### config.mk
export PLATFORM = sky130hd
export DESIGN_NAME = generational_slot_allocator
export DESIGN_NICKNAME = d
export VERILOG_FILES = /design/src/hdl/gsa_pkg.sv /design/src/hdl/gsa_ram.sv /design/src/hdl/gsa_exec.sv /design/src/hdl/generational_slot_allocator.sv
export VERILOG_INCLUDE_DIRS = /design/src /design/src/hdl
export SDC_FILE = /design/constraint.sdc
export NUM_CORES = 2
export LEC_CHECK = 0
export BUFFER_PORTS_ARGS = -buffer_cell sky130_fd_sc_hd__buf_2
export CAP_MARGIN = 20
export CELL_PAD_IN_SITES_DETAIL_PLACEMENT = 0
export CELL_PAD_IN_SITES_GLOBAL_PLACEMENT = 1
export CORE_UTILIZATION = 50
export DETAILED_ROUTE_END_ITERATION = 7
export GPL_TIMING_DRIVEN = 1
export PLACE_DENSITY_LB_ADDON = 0.1
export SLEW_MARGIN = 20
export SYNTH_ARGS = -nofsm -noshare
export SYNTH_HDL_FRONTEND = slang
export SYNTH_SLANG_ARGS = --single-unit
### constraint.sdc
create_clock -name clock -period 6 [get_ports clock]
set_input_delay 0.6 -clock clock [delete_from_list [all_inputs] [get_ports clock]]
set_output_delay 0.6 -clock clock [all_outputs]
set_load 0.02 [all_outputs]
### src/hdl/generational_slot_allocator_macros.svh
`ifndef GENERATIONAL_SLOT_ALLOCATOR_MACROS_SVH
`define GENERATIONAL_SLOT_ALLOCATOR_MACROS_SVH

// Check that holds in the same cycle as its condition.
`define GSA_ASSERT_NOW(label, clk, rst, ante, cons) \
   label: assert property (@(posedge clk) disable iff (rst) (ante) |-> (cons)) \
      else $error("generational_slot_allocator: same-cycle check failed");

// Check that holds in the cycle after its condition.
`define GSA_ASSERT_NEXT(label, clk, rst, ante, cons) \
   label: assert property (@(posedge clk) disable iff (rst) (ante) |=> (cons)) \
      else $error("generational_slot_allocator: next-cycle check failed");

`endif

### src/hdl/gsa_pkg.sv
`timescale 1ns / 1ps

package gsa_pkg;

   localparam int POOL_SLOTS_DEFAULT = 64;
   localparam int FIELD_W            = 16;
   localparam int GEN_W              = 16;

   localparam logic [FIELD_W-1:0] INVALID_INDEX = 16'hFFFF;

   typedef enum logic [1:0] {
      KIND_ACQUIRE = 2'd0,
      KIND_RELEASE = 2'd1,
      KIND_LOOKUP  = 2'd2
   } kind_type;

   typedef struct packed {
      logic ok;
      logic pop;
      logic push;
      logic slot_we;
   } exec_ctrl_type;

endpackage

### src/hdl/gsa_ram.sv
`timescale 1ns / 1ps

module gsa_ram #(
   parameter int WIDTH = 16,
   parameter int DEPTH = 64
) (
   input  logic                     clock,
   input  logic                     wr_en,
   input  logic [$clog2(DEPTH)-1:0] wr_addr,
   input  logic [WIDTH-1:0]         wr_data,
   input  logic                     rd_en,
   input  logic [$clog2(DEPTH)-1:0] rd_addr,
   output logic [WIDTH-1:0]         rd_data
);

   logic [WIDTH-1:0] mem [DEPTH];
   logic [WIDTH-1:0] rd_data_ff;

   always_ff @(posedge clock) begin
      if (wr_en) begin
         mem[wr_addr] <= wr_data;
      end
   end

   // Write-first: a read that meets a write to the same entry sees the new data.
   always_ff @(posedge clock) begin
      if (rd_en) begin
         if (wr_en && (wr_addr == rd_addr)) begin
            rd_data_ff <= wr_data;
         end else begin
            rd_data_ff <= mem[rd_addr];
         end
      end
   end

   assign rd_data = rd_data_ff;

endmodule

### src/hdl/gsa_exec.sv
`timescale 1ns / 1ps

module gsa_exec import gsa_pkg::*; #(
   parameter int POOL_SLOTS = POOL_SLOTS_DEFAULT
) (
   input  kind_type                          kind,
   input  logic [FIELD_W-1:0]                slot_index,
   input  logic [GEN_W-1:0]                  handle_gen,
   input  logic [$clog2(POOL_SLOTS+1)-1:0]   top,
   input  logic [$clog2(POOL_SLOTS)-1:0]     stack_slot,
   input  logic [GEN_W-1:0]                  stack_gen,
   input  logic                              slot_active,
   input  logic [GEN_W-1:0]                  slot_gen,
   output exec_ctrl_type                     ctrl,
   output logic [FIELD_W-1:0]                out_index,
   output logic [GEN_W-1:0]                  out_gen,
   output logic [$clog2(POOL_SLOTS+1)-1:0]   top_next,
   output logic [$clog2(POOL_SLOTS)-1:0]     slot_waddr,
   output logic                              slot_wactive,
   output logic [GEN_W-1:0]                  slot_wgen,
   output logic [$clog2(POOL_SLOTS)-1:0]     stack_waddr,
   output logic [$clog2(POOL_SLOTS)-1:0]     stack_wslot,
   output logic [GEN_W-1:0]                  stack_wgen
);

   localparam int SLOT_W = $clog2(POOL_SLOTS);
   localparam int TOP_W  = $clog2(POOL_SLOTS + 1);

   logic             live;
   logic [TOP_W-1:0] top_dec;
   logic [GEN_W-1:0] gen_inc;

   assign live    = (slot_index < FIELD_W'(POOL_SLOTS)) && slot_active
                    && (slot_gen == handle_gen);
   assign top_dec = top - TOP_W'(1);
   assign gen_inc = handle_gen + GEN_W'(1);

   assign stack_waddr = top_dec[SLOT_W-1:0];
   assign stack_wslot = slot_index[SLOT_W-1:0];
   assign stack_wgen  = gen_inc;

   always_comb begin
      ctrl         = '0;
      out_index    = slot_index;
      out_gen      = handle_gen;
      top_next     = top;
      slot_waddr   = stack_slot;
      slot_wactive = 1'b0;
      slot_wgen    = stack_gen;
      unique case (kind)
         KIND_ACQUIRE: begin
            if (top < TOP_W'(POOL_SLOTS)) begin
               ctrl.ok      = 1'b1;
               ctrl.pop     = 1'b1;
               ctrl.slot_we = 1'b1;
               slot_wactive = 1'b1;
               out_index    = {{(FIELD_W-SLOT_W){1'b0}}, stack_slot};
               out_gen      = stack_gen;
               top_next     = top + TOP_W'(1);
            end else begin
               out_index = INVALID_INDEX;
               out_gen   = '0;
            end
         end
         KIND_RELEASE: begin
            if (live && (top != '0)) begin
               ctrl.ok      = 1'b1;
               ctrl.push    = 1'b1;
               ctrl.slot_we = 1'b1;
               slot_waddr   = slot_index[SLOT_W-1:0];
               slot_wgen    = gen_inc;
               top_next     = top_dec;
            end
         end
         KIND_LOOKUP: begin
            ctrl.ok = live;
         end
         default: begin
         end
      endcase
   end

endmodule

### src/hdl/generational_slot_allocator.sv
`timescale 1ns / 1ps
// Channel   Direction  Handshake                 Payload
// req_      in         req_valid / req_stall     req_kind, req_slot_index, req_handle_gen
// rsp_      out        rsp_valid / rsp_stall     rsp_ok, rsp_out_index, rsp_out_gen
//
// One request per cycle while req_stall is low. On accept the request is loaded
// into the decision stage and the free stack and the slot table are read; the
// decision stage then decides, writes back and loads the result register. After
// reset a clearing pass fills the free stack and zeroes the slot table; req_stall
// stays high throughout it. A stalled result holds any request in the decision
// stage, and req_stall is high while that request waits.

`include "generational_slot_allocator_macros.svh"

module generational_slot_allocator import gsa_pkg::*; #(
   parameter int POOL_SLOTS = POOL_SLOTS_DEFAULT
) (
   input  logic               clock,
   input  logic               reset,
   input  logic               req_valid,
   output logic               req_stall,
   input  logic [1:0]         req_kind,
   input  logic [FIELD_W-1:0] req_slot_index,
   input  logic [GEN_W-1:0]   req_handle_gen,
   output logic               rsp_valid,
   input  logic               rsp_stall,
   output logic               rsp_ok,
   output logic [FIELD_W-1:0] rsp_out_index,
   output logic [GEN_W-1:0]   rsp_out_gen
);

   localparam int SLOT_W = $clog2(POOL_SLOTS);
   localparam int TOP_W  = $clog2(POOL_SLOTS + 1);

   // Clearing pass
   logic              clearing_ff, clearing_in;
   logic [SLOT_W-1:0] clr_addr_ff, clr_addr_in;

   // Decision stage: request held while the memories answer
   logic               b_valid_ff, b_valid_in;
   kind_type           b_kind_ff;
   logic [FIELD_W-1:0] b_index_ff;
   logic [GEN_W-1:0]   b_gen_ff;

   // Stack pointer: count of slots handed out
   logic [TOP_W-1:0] top_ff, top_in;

   // Result register
   logic               rsp_valid_ff, rsp_valid_in;
   logic               rsp_ok_ff;
   logic [FIELD_W-1:0] rsp_index_ff;
   logic [GEN_W-1:0]   rsp_gen_ff;

   logic accept, advance, b_fire;

   // Memory ports
   logic                    stack_we, slot_we;
   logic [SLOT_W-1:0]       stack_waddr_mux, slot_waddr_mux;
   logic [SLOT_W+GEN_W-1:0] stack_wdata, stack_rdata;
   logic [GEN_W:0]          slot_wdata, slot_rdata;

   // Decision outputs
   exec_ctrl_type      ex_ctrl;
   logic [FIELD_W-1:0] ex_index;
   logic [GEN_W-1:0]   ex_gen;
   logic [TOP_W-1:0]   ex_top_next;
   logic [SLOT_W-1:0]  ex_slot_waddr, ex_stack_waddr, ex_stack_wslot;
   logic               ex_slot_wactive;
   logic [GEN_W-1:0]   ex_slot_wgen, ex_stack_wgen;

   // Move the result on when the output is empty or being taken; the
   // decision stage follows it, and a new request enters behind.
   assign advance   = !rsp_valid_ff || !rsp_stall;
   assign b_fire    = b_valid_ff && advance;
   assign req_stall = clearing_ff || (b_valid_ff && !advance);
   assign accept    = req_valid && !req_stall;

   // Clearing pass: one entry of each memory per cycle.
   always_comb begin
      clearing_in = clearing_ff;
      clr_addr_in = clr_addr_ff;
      if (clearing_ff) begin
         clr_addr_in = clr_addr_ff + SLOT_W'(1);
         if (clr_addr_ff == SLOT_W'(POOL_SLOTS - 1)) begin
            clearing_in = 1'b0;
         end
      end
   end

   always_ff @(posedge clock) begin
      if (reset) begin
         clearing_ff <= 1'b1;
         clr_addr_ff <= '0;
      end else begin
         clearing_ff <= clearing_in;
         clr_addr_ff <= clr_addr_in;
      end
   end

   // Decision stage valid: load on accept, drop once handed on.
   always_comb begin
      b_valid_in = b_valid_ff;
      if (accept) begin
         b_valid_in = 1'b1;
      end else if (advance) begin
         b_valid_in = 1'b0;
      end
   end

   always_ff @(posedge clock) begin
      if (reset) begin
         b_valid_ff <= 1'b0;
      end else begin
         b_valid_ff <= b_valid_in;
      end
   end

   always_ff @(posedge clock) begin
      if (accept) begin
         b_kind_ff  <= kind_type'(req_kind);
         b_index_ff <= req_slot_index;
         b_gen_ff   <= req_handle_gen;
      end
   end

   // Advance the stack pointer with each decided request; the next read of
   // the stack uses the updated value so back-to-back requests see it.
   assign top_in = b_fire ? ex_top_next : top_ff;

   always_ff @(posedge clock) begin
      if (reset) begin
         top_ff <= '0;
      end else begin
         top_ff <= top_in;
      end
   end

   // Free stack entries carry the slot and the generation it will be handed
   // out with, so an acquire needs no second lookup.
   assign stack_we        = clearing_ff || (b_fire && ex_ctrl.push);
   assign stack_waddr_mux = clearing_ff ? clr_addr_ff : ex_stack_waddr;
   assign stack_wdata     = clearing_ff ? {clr_addr_ff, GEN_W'(0)}
                                        : {ex_stack_wslot, ex_stack_wgen};

   gsa_ram #(
      .WIDTH (SLOT_W + GEN_W),
      .DEPTH (POOL_SLOTS)
   ) u_stack_ram (
      .clock   (clock),
      .wr_en   (stack_we),
      .wr_addr (stack_waddr_mux),
      .wr_data (stack_wdata),
      .rd_en   (accept),
      .rd_addr (top_in[SLOT_W-1:0]),
      .rd_data (stack_rdata)
   );

   // Slot table: active bit over generation.
   assign slot_we        = clearing_ff || (b_fire && ex_ctrl.slot_we);
   assign slot_waddr_mux = clearing_ff ? clr_addr_ff : ex_slot_waddr;
   assign slot_wdata     = clearing_ff ? '0 : {ex_slot_wactive, ex_slot_wgen};

   gsa_ram #(
      .WIDTH (GEN_W + 1),
      .DEPTH (POOL_SLOTS)
   ) u_slot_ram (
      .clock   (clock),
      .wr_en   (slot_we),
      .wr_addr (slot_waddr_mux),
      .wr_data (slot_wdata),
      .rd_en   (accept),
      .rd_addr (req_slot_index[SLOT_W-1:0]),
      .rd_data (slot_rdata)
   );

   gsa_exec #(
      .POOL_SLOTS (POOL_SLOTS)
   ) u_exec (
      .kind         (b_kind_ff),
      .slot_index   (b_index_ff),
      .handle_gen   (b_gen_ff),
      .top          (top_ff),
      .stack_slot   (stack_rdata[SLOT_W+GEN_W-1:GEN_W]),
      .stack_gen    (stack_rdata[GEN_W-1:0]),
      .slot_active  (slot_rdata[GEN_W]),
      .slot_gen     (slot_rdata[GEN_W-1:0]),
      .ctrl         (ex_ctrl),
      .out_index    (ex_index),
      .out_gen      (ex_gen),
      .top_next     (ex_top_next),
      .slot_waddr   (ex_slot_waddr),
      .slot_wactive (ex_slot_wactive),
      .slot_wgen    (ex_slot_wgen),
      .stack_waddr  (ex_stack_waddr),
      .stack_wslot  (ex_stack_wslot),
      .stack_wgen   (ex_stack_wgen)
   );

   // Result register: hold while stalled.
   assign rsp_valid_in = advance ? b_valid_ff : rsp_valid_ff;

   always_ff @(posedge clock) begin
      if (reset) begin
         rsp_valid_ff <= 1'b0;
      end else begin
         rsp_valid_ff <= rsp_valid_in;
      end
   end

   always_ff @(posedge clock) begin
      if (b_fire) begin
         rsp_ok_ff    <= ex_ctrl.ok;
         rsp_index_ff <= ex_index;
         rsp_gen_ff   <= ex_gen;
      end
   end

   assign rsp_valid     = rsp_valid_ff;
   assign rsp_ok        = rsp_ok_ff;
   assign rsp_out_index = rsp_index_ff;
   assign rsp_out_gen   = rsp_gen_ff;

   // The pointer never passes the pool size.
   `GSA_ASSERT_NOW(a_top_bound, clock, reset, 1'b1, top_ff <= TOP_W'(POOL_SLOTS))
   // A successful acquire bumps the pointer by exactly one.
   `GSA_ASSERT_NEXT(a_pop_step, clock, reset, b_fire && ex_ctrl.pop, top_ff == $past(top_ff) + TOP_W'(1))
   // The clearing pass ends with an empty allocation count.
   `GSA_ASSERT_NOW(a_clear_done, clock, reset, $fell(clearing_ff), top_ff == '0 && !b_valid_ff)

endmodule
# After elaboration in Yosys (flattened, before gate mapping)
# Memories as Yosys holds them, arrays and structs flattened. A register that Yosys moved wholly into a read port is not among the register bits.
# Cells that the tools add are included.
[totals]
ramBits = 2496
register_bits = 83
out_inout_bits = 35
input_bits = 38
latchBits = 0
memories = 2
mem_bits_ro = 0
[mem_list]
columns = ["memory", "words", "word_bits", "rd", "rd_ports_with_merged_regs", "wr", "line", "text"]
rows = [
  ["u_stack_ram.mem", 64, 22, 1, 1, 1, "gsa_ram.sv:16", "logic [WIDTH-1:0] mem [DEPTH];"],
  ["u_slot_ram.mem", 64, 17, 1, 1, 1, "gsa_ram.sv:16", ""],
]
[classes]
add_sub_neg = 4
div_mod_pow = 0
muxes = 32
n_eq_ne = 6
n_bitwise = 0
mul = 0
reduce_logical = 21
magnitude_cmp = 2
shifts = 0
[op_table]
columns = ["op", "count"]
rows = [
  ["two-way mux 16 bit", 6],
  ["two-way mux 6 bit", 5],
  ["two-way mux 22 bit", 1],
  ["two-way mux 17 bit", 1],
  ["adder 16 x 1 -> 16 bit (second input constant)", 1],
  ["== test 16 bit", 1],
  ["less-than comparator 16 x 7 -> 1 bit (second input constant)", 1],
  ["two-way mux 7 bit", 2],
  ["case mux 7 bit (2 select lines)", 1],
  ["two-way mux 1 bit", 12],
  ["logical AND 1 bit", 8],
  ["adder 7 x 1 -> 7 bit (second input constant)", 1],
  ["less-than comparator 7 bit (second input constant)", 1],
  ["nonzero test 7 bit", 1],
  ["subtractor 7 x 1 -> 7 bit (second input constant)", 1],
  ["adder 6 x 1 -> 6 bit (second input constant)", 1],
  ["== test 6 bit (second input constant)", 1],
  ["logical NOT 1 bit", 4],
  ["logical OR 1 bit", 4],
  ["two-way mux 2 bit", 2],
  ["!= test 2 x 1 -> 1 bit (second input constant)", 2],
  ["AND reduction 4 bit", 1],
  ["nonzero test 2 bit", 2],
  ["case mux 1 bit (3 select lines)", 1],
  ["4 further kinds", 4],
]

# Longest topological paths before layout
[logic_depth]
word_depth = 10
depth_mapped = 18
depth_no_buf = 12

# Cells and area by module
# From an unflattened synthesis, not the netlist that was laid out.
[unflattened]
cells_unflattened = 5595
hier_area_um2 = 103153.9
[modules_own_cells]
columns = ["module", "instances", "area_each_um2", "seq_area_each_um2", "cells_each"]
rows = [
  ["gsa_ram at u_stack_ram", 1, 55429.4, 42941.2, 2781],
  ["gsa_ram at u_slot_ram", 1, 42977.5, 33181.8, 2312],
  ["generational_slot_allocator", 1, 3111.7, 2332.2, 212],
  ["gsa_exec", 1, 1635.3, 0.0, 290],
]

# Least setup slack after synthesis
# Ideal clock, no wire load.
[synth_path]
kind = "register -> register"
startpoint = "register, netlist name top_ff[0]"
endpoint = "register u_slot_ram.rd_data_ff[12], in the netlist u_slot_ram.rd_data[12], read port of u_slot_ram.mem (data pin)"
arrival_ns = 4.335
path_stages_with_launch = 14
path_slack_ns = 1.521
period_less_slack_ns = 4.479
setup_ns = 0.144
cell_sequence = "dfxtp_1 -> clkbuf_1 -> inv_1 -> clkbuf_1 -> ha_1 -> and4b_1 -> nor3_1 -> nand4_1 -> buf_2 -> clkbuf_1 -> nor2_1 -> a21oi_1 -> nor2_1 -> mux2_2"
[synth_rtl]
columns = ["element", "line", "text"]
rows = [
  ["to (decl)", "gsa_ram.sv:17", "logic [WIDTH-1:0] rd_data_ff;"],
]

# Final worst setup path
[layout_path]
startpoint = "register b_gen_ff[7]"
endpoint = "register u_stack_ram.rd_data_ff[13], in the netlist u_stack_ram.rd_data[13], read port of u_stack_ram.mem (data pin)"
[layout_between]
elab_chain_len = 6
[layout_lines]
columns = ["element", "line", "text"]
rows = [
  ["from (decl)", "generational_slot_allocator.sv:43", "logic [GEN_W-1:0] b_gen_ff;"],
  ["from (signal assigned)", "generational_slot_allocator.sv:122", "b_gen_ff <= req_handle_gen;"],
  ["== test 16 bit", "gsa_exec.sv:34", "&& (slot_gen == handle_gen);"],
  ["logical AND 1 bit", "gsa_exec.sv:34", ""],
  ["logical AND 1 bit", "gsa_exec.sv:66", "if (live && (top != '0)) begin"],
  ["two-way mux 7 bit", "gsa_exec.sv:66", ""],
  ["case mux 7 bit (2 select lines)", "gsa_exec.sv:50", "unique case (kind)"],
  ["two-way mux 6 bit", "generational_slot_allocator.sv:128", "assign top_in = b_fire ? ex_top_next : top_ff;"],
  ["to (decl)", "gsa_ram.sv:17", ""],
]
# Every way passes these cells. The select of a mux whose other input is x is not followed.
# A chain may end at the register's enable or synchronous reset.

==> run_results.csv <==
group,metric,value,unit
run_status,status,"finished clean",
critical_path,critPathLaunch,"b_gen_ff[7]",
logic_synthesis,synth_area,103000,µm²
sta,fmax,186,MHz
critical_path,path_class,"flop to flop",
global_routing,grt_pass1_vias,54500,
power_and_ir_drop,p_leak,43.7,nW
logic_synthesis,synth_edf_count,2602,
routing,wirelength,299000,µm
floorplan,ios,73,
finish,drive_gt1_frac,0.239,
critical_path,r2r-end,"u_stack_ram.rd_data[13]",
run,drv_cap,0,
critical_path,reg2reg_from,"b_gen_ff[7]",
critical_path,crit_path_max_fanout,44,
routing,wl_per_cell,34.1,µm
clocking,cts_setup_buffers,0,
critical_path,endpoint,"u_stack_ram.rd_data[13]",
sta,rsz0062_at_grt,"no",
clocking,cts_tree,"yes",
clocking,clk_path_buf_depth,4,
sta,setup_tns,0,ns
global_routing,grt_pass1_wl,421000,µm
power_and_ir_drop,p_switching,7.64,mW
floorplan,die_x,457,µm
floorplan,die_h,457,µm
critical_path,cp.required,6.65,ns
finish,fill_cells,15500,
logic_synthesis,synth_area_leaders,"edfxtp_1 (76%), mux4_2 (10%), mux2i_1 (3.0%)",
power_and_ir_drop,comb_power_share,0.027,
routing,antenna_left,0,
sta,tightest_slew,1.18,ns
routing,first_pass_iters,8,
floorplan,initial_utilization,0.504,
global_routing,grt_max_degree,95,
critical_path,worstSetupEndpointType,"flop",
clocking,cts.sinks,2618,
routing,drtIter0Drc,6891,
logic_synthesis,synth_top_area_frac,0.755,
finish,nNetsFinal,5916,
sta,fin_skew,0.0619,ns
logic_synthesis,ys_seq_elements,2618,
logic_synthesis,synthXorXnorAreaFrac,0.00454,
logic_synthesis,async_flop_share,0,
finish,syn2layout_area_growth,14.1,%
logic_synthesis,synth_fa_ha_area_frac,0.000605,
sta,whs,0.136,ns
sta,setup_viol,0,
logic_synthesis,synth_top_area_cell,"edfxtp_1",
finish,fin_util,0.575,
sta,fin_crit,5.38,ns
routing,vias,55100,
power_and_ir_drop,ir_worst_vdd,338,µV
placed_design,port_buffers,72,
global_routing,gr-total-overflow,0,
critical_path,cp-start-kind,"flop",
power_and_ir_drop,p_int,30.0,mW
logic_synthesis,synth.avg_cell_area,18.9,µm²
finish,multiInputGateArea,24200,µm²
sta,slew_viol_final,0,
power_and_ir_drop,seqPwrFrac,0.531,
logic_synthesis,yosys_warnings,0,
placed_design,place.gp.congestion,0.907,
power_and_ir_drop,clock_power_share,0.442,
critical_path,worstPathArrival,6.03,ns
floorplan,row_count,166,
logic_synthesis,ys_seq_area_frac,0.758,
floorplan,core-area,205000,µm²
logic_synthesis,muxShareOfSynthArea,0.138,
critical_path,rr_worst_depth,11,
worst_hold_path,hp-class,"primary input to flop",
logic_synthesis,synth_common_cells,"edfxtp_1 (2602), nand2_1 (543), mux4_2 (473)",
power_and_ir_drop,swShare,0.203,
logic_synthesis,synth.most_common_cell,"edfxtp_1",
logic_synthesis,yosysUniqueCellTypes,89,
clocking,clock-root-buffer,"clkbuf_16",
clocking,clock_latency,0.96,ns
clocking,cts_buffers,289,
sta,period_share,0.897,
clocking,clkTransAtPathRegs,0.07,ns
finish,seqCellArea,78500,µm²
floorplan,dieArea,209000,µm²
logic_synthesis,synth_flop_cell,"edfxtp_1",
sta,hold_viol_final,0,
logic_synthesis,synth_compound_area_frac,0.0296,
logic_synthesis,synth_fp_nets,5530,
logic_synthesis,syn_inst,5487,
sta,timing.slew.headroom,0.214,
power_and_ir_drop,p_per_area,319,nW/µm²
clocking,h-tree-depth,5,
finish,finalNonFillerCells,8765,
critical_path,r2r_slack,0.62,ns
routing,avgViaCountPerCell,6.29,
power_and_ir_drop,finalPower,37.6,mW
logic_synthesis,synth_top_family_by_area,"multiplexers",
placed_design,dp_hpwl,182000,µm
global_routing,antenna_found_initial,13,
logic_synthesis,yosys.area_share.simple,0.0542,
routing,drcViolationCount,0,
placed_design,dp.cells,8241,
global_routing,gr-usage-all-layers,0.287,
area by class of cell:
type | count | area share
flip-flops and latches | 2618 | 0.665
multi-input cells | 2548 | 0.205
clock buffers | 367 | 0.0653
well taps | 2688 | 0.0285
repair buffers | 398 | 0.0278
clock inverters | 125 | 0.00814
inverters | 18 | 0.000572
diodes | 3 | 0.0000636
power by group through the flow:
stage | registers [mW] | clock network (mW) | logic, mW
4_1_cts | 20.0 | 16.8 | 1.03
2_1_floorplan | 20.4 | 0 | 0.566
6_report | 20.0 | 16.6 | 1.03
3_5_place_dp | 20.4 | 0 | 1.02
5_1_grt | 20.0 | 17.5 | 1.06
3_3_place_gp | 20.4 | 0 | 1.01
metrics by stage:
stage | setup WS, ns | area (µm²)
floorplan | 1.52 | 103000
global placement | 0.655 | 109000
detailed placement | 0.726 | 109000
CTS | 0.725 | 118000
global route | 0.517 | 118000
finish | 0.617 | 118000
worst min path at each step:
stage	from	to	slack (ns)	cells past startpoint
5_1_grt	reset	clr_addr_ff[0]	0.12	2
4_1_cts	reset	b_valid_ff	0.08	2
3_3_place_gp	b_valid_ff	rsp_valid	0.49	2
3_5_place_dp	b_valid_ff	rsp_valid	0.52	2
2_1_floorplan	b_valid_ff	rsp_valid	0.47	2
6_report	reset	b_valid_ff	0.14	2
cells in the final DEF, fill, tap and decap left out, drive strengths merged, types with 13 or more instances in the layout:
cell,n
nand4,34
dfxtp,16
edfxtp,2602
buf,369
and4,20
xnor2,30
mux4,477
a211oi,26
nand3b,17
o21ai,64
mux2i,309
a21oi,75
a311oi,13
o31a,13
nand2,543
clkinv,100
nor2,273
a221oi,26
clkbuf,367
bufinv,15
a31oi,19
o32ai,20
a32oi,33
mux2,42
nor3,28
nand3,208
inv,23
o22ai,28
xor2,18
and3,30
dlygate4sd3,29
o2111ai,14
nor2b,19
o211ai,14
nor4,19
worst max-delay path, cell delays in order (launching register included):
cell and delay [ns]:
edfxtp_1 0.48, xnor2_1 0.25, nand4_1 0.36, nor4_2 0.66
a211o_1 0.48, nand3_4 0.48, buf_12 0.38, nand2_1 0.47
a21oi_1 0.14, o32ai_1 0.79, a31o_2 0.41, o32ai_1 0.13
routing by layer:
| metal | part of all wire | routed length (µm) | GRT usage |
|---|---|---|---|
| met5 | 0.000090 | 27 | 0 |
| met2 | 0.48 | 144000 | 0.458 |
| met3 | 0.075 | 22300 | 0.0483 |
| met1 | 0.41 | 121000 | 0.400 |
| met4 | 0.039 | 11600 | 0.109 |
repair_timing:
action / CTS / global route
hold endpoints to repair: 30 / 0
resized for setup: 0 / 0
hold buffers: 29 / 0
sequential cells by signal, indices dropped and copies added, names as in the netlist:
name / flops
top_ff: 7
rsp_valid: 1
b_valid_ff: 1
b_index_ff: 16
clr_addr_ff: 6
u_stack_ram.rd_data: 22
u_slot_ram.rd_data: 17
clearing_ff: 1
b_gen_ff: 16
u_slot_ram.mem: 1088
rsp_out_gen: 16
rsp_ok: 1
b_kind_ff: 2
u_stack_ram.mem: 1408
rsp_out_index: 16
kinds of logic (layout without fill, tap and decap cells):
family | after synthesis | after routing
buf+inv | 321 | 908
simple gates | 1238 | 1238
mux | 828 | 828
xor+xnor | 49 | 49
other cells | 0 | 3
fa+ha+maj | 5 | 5
flops | 2618 | 2618
compound gates | 428 | 428
(Power assumes the default switching activity.)
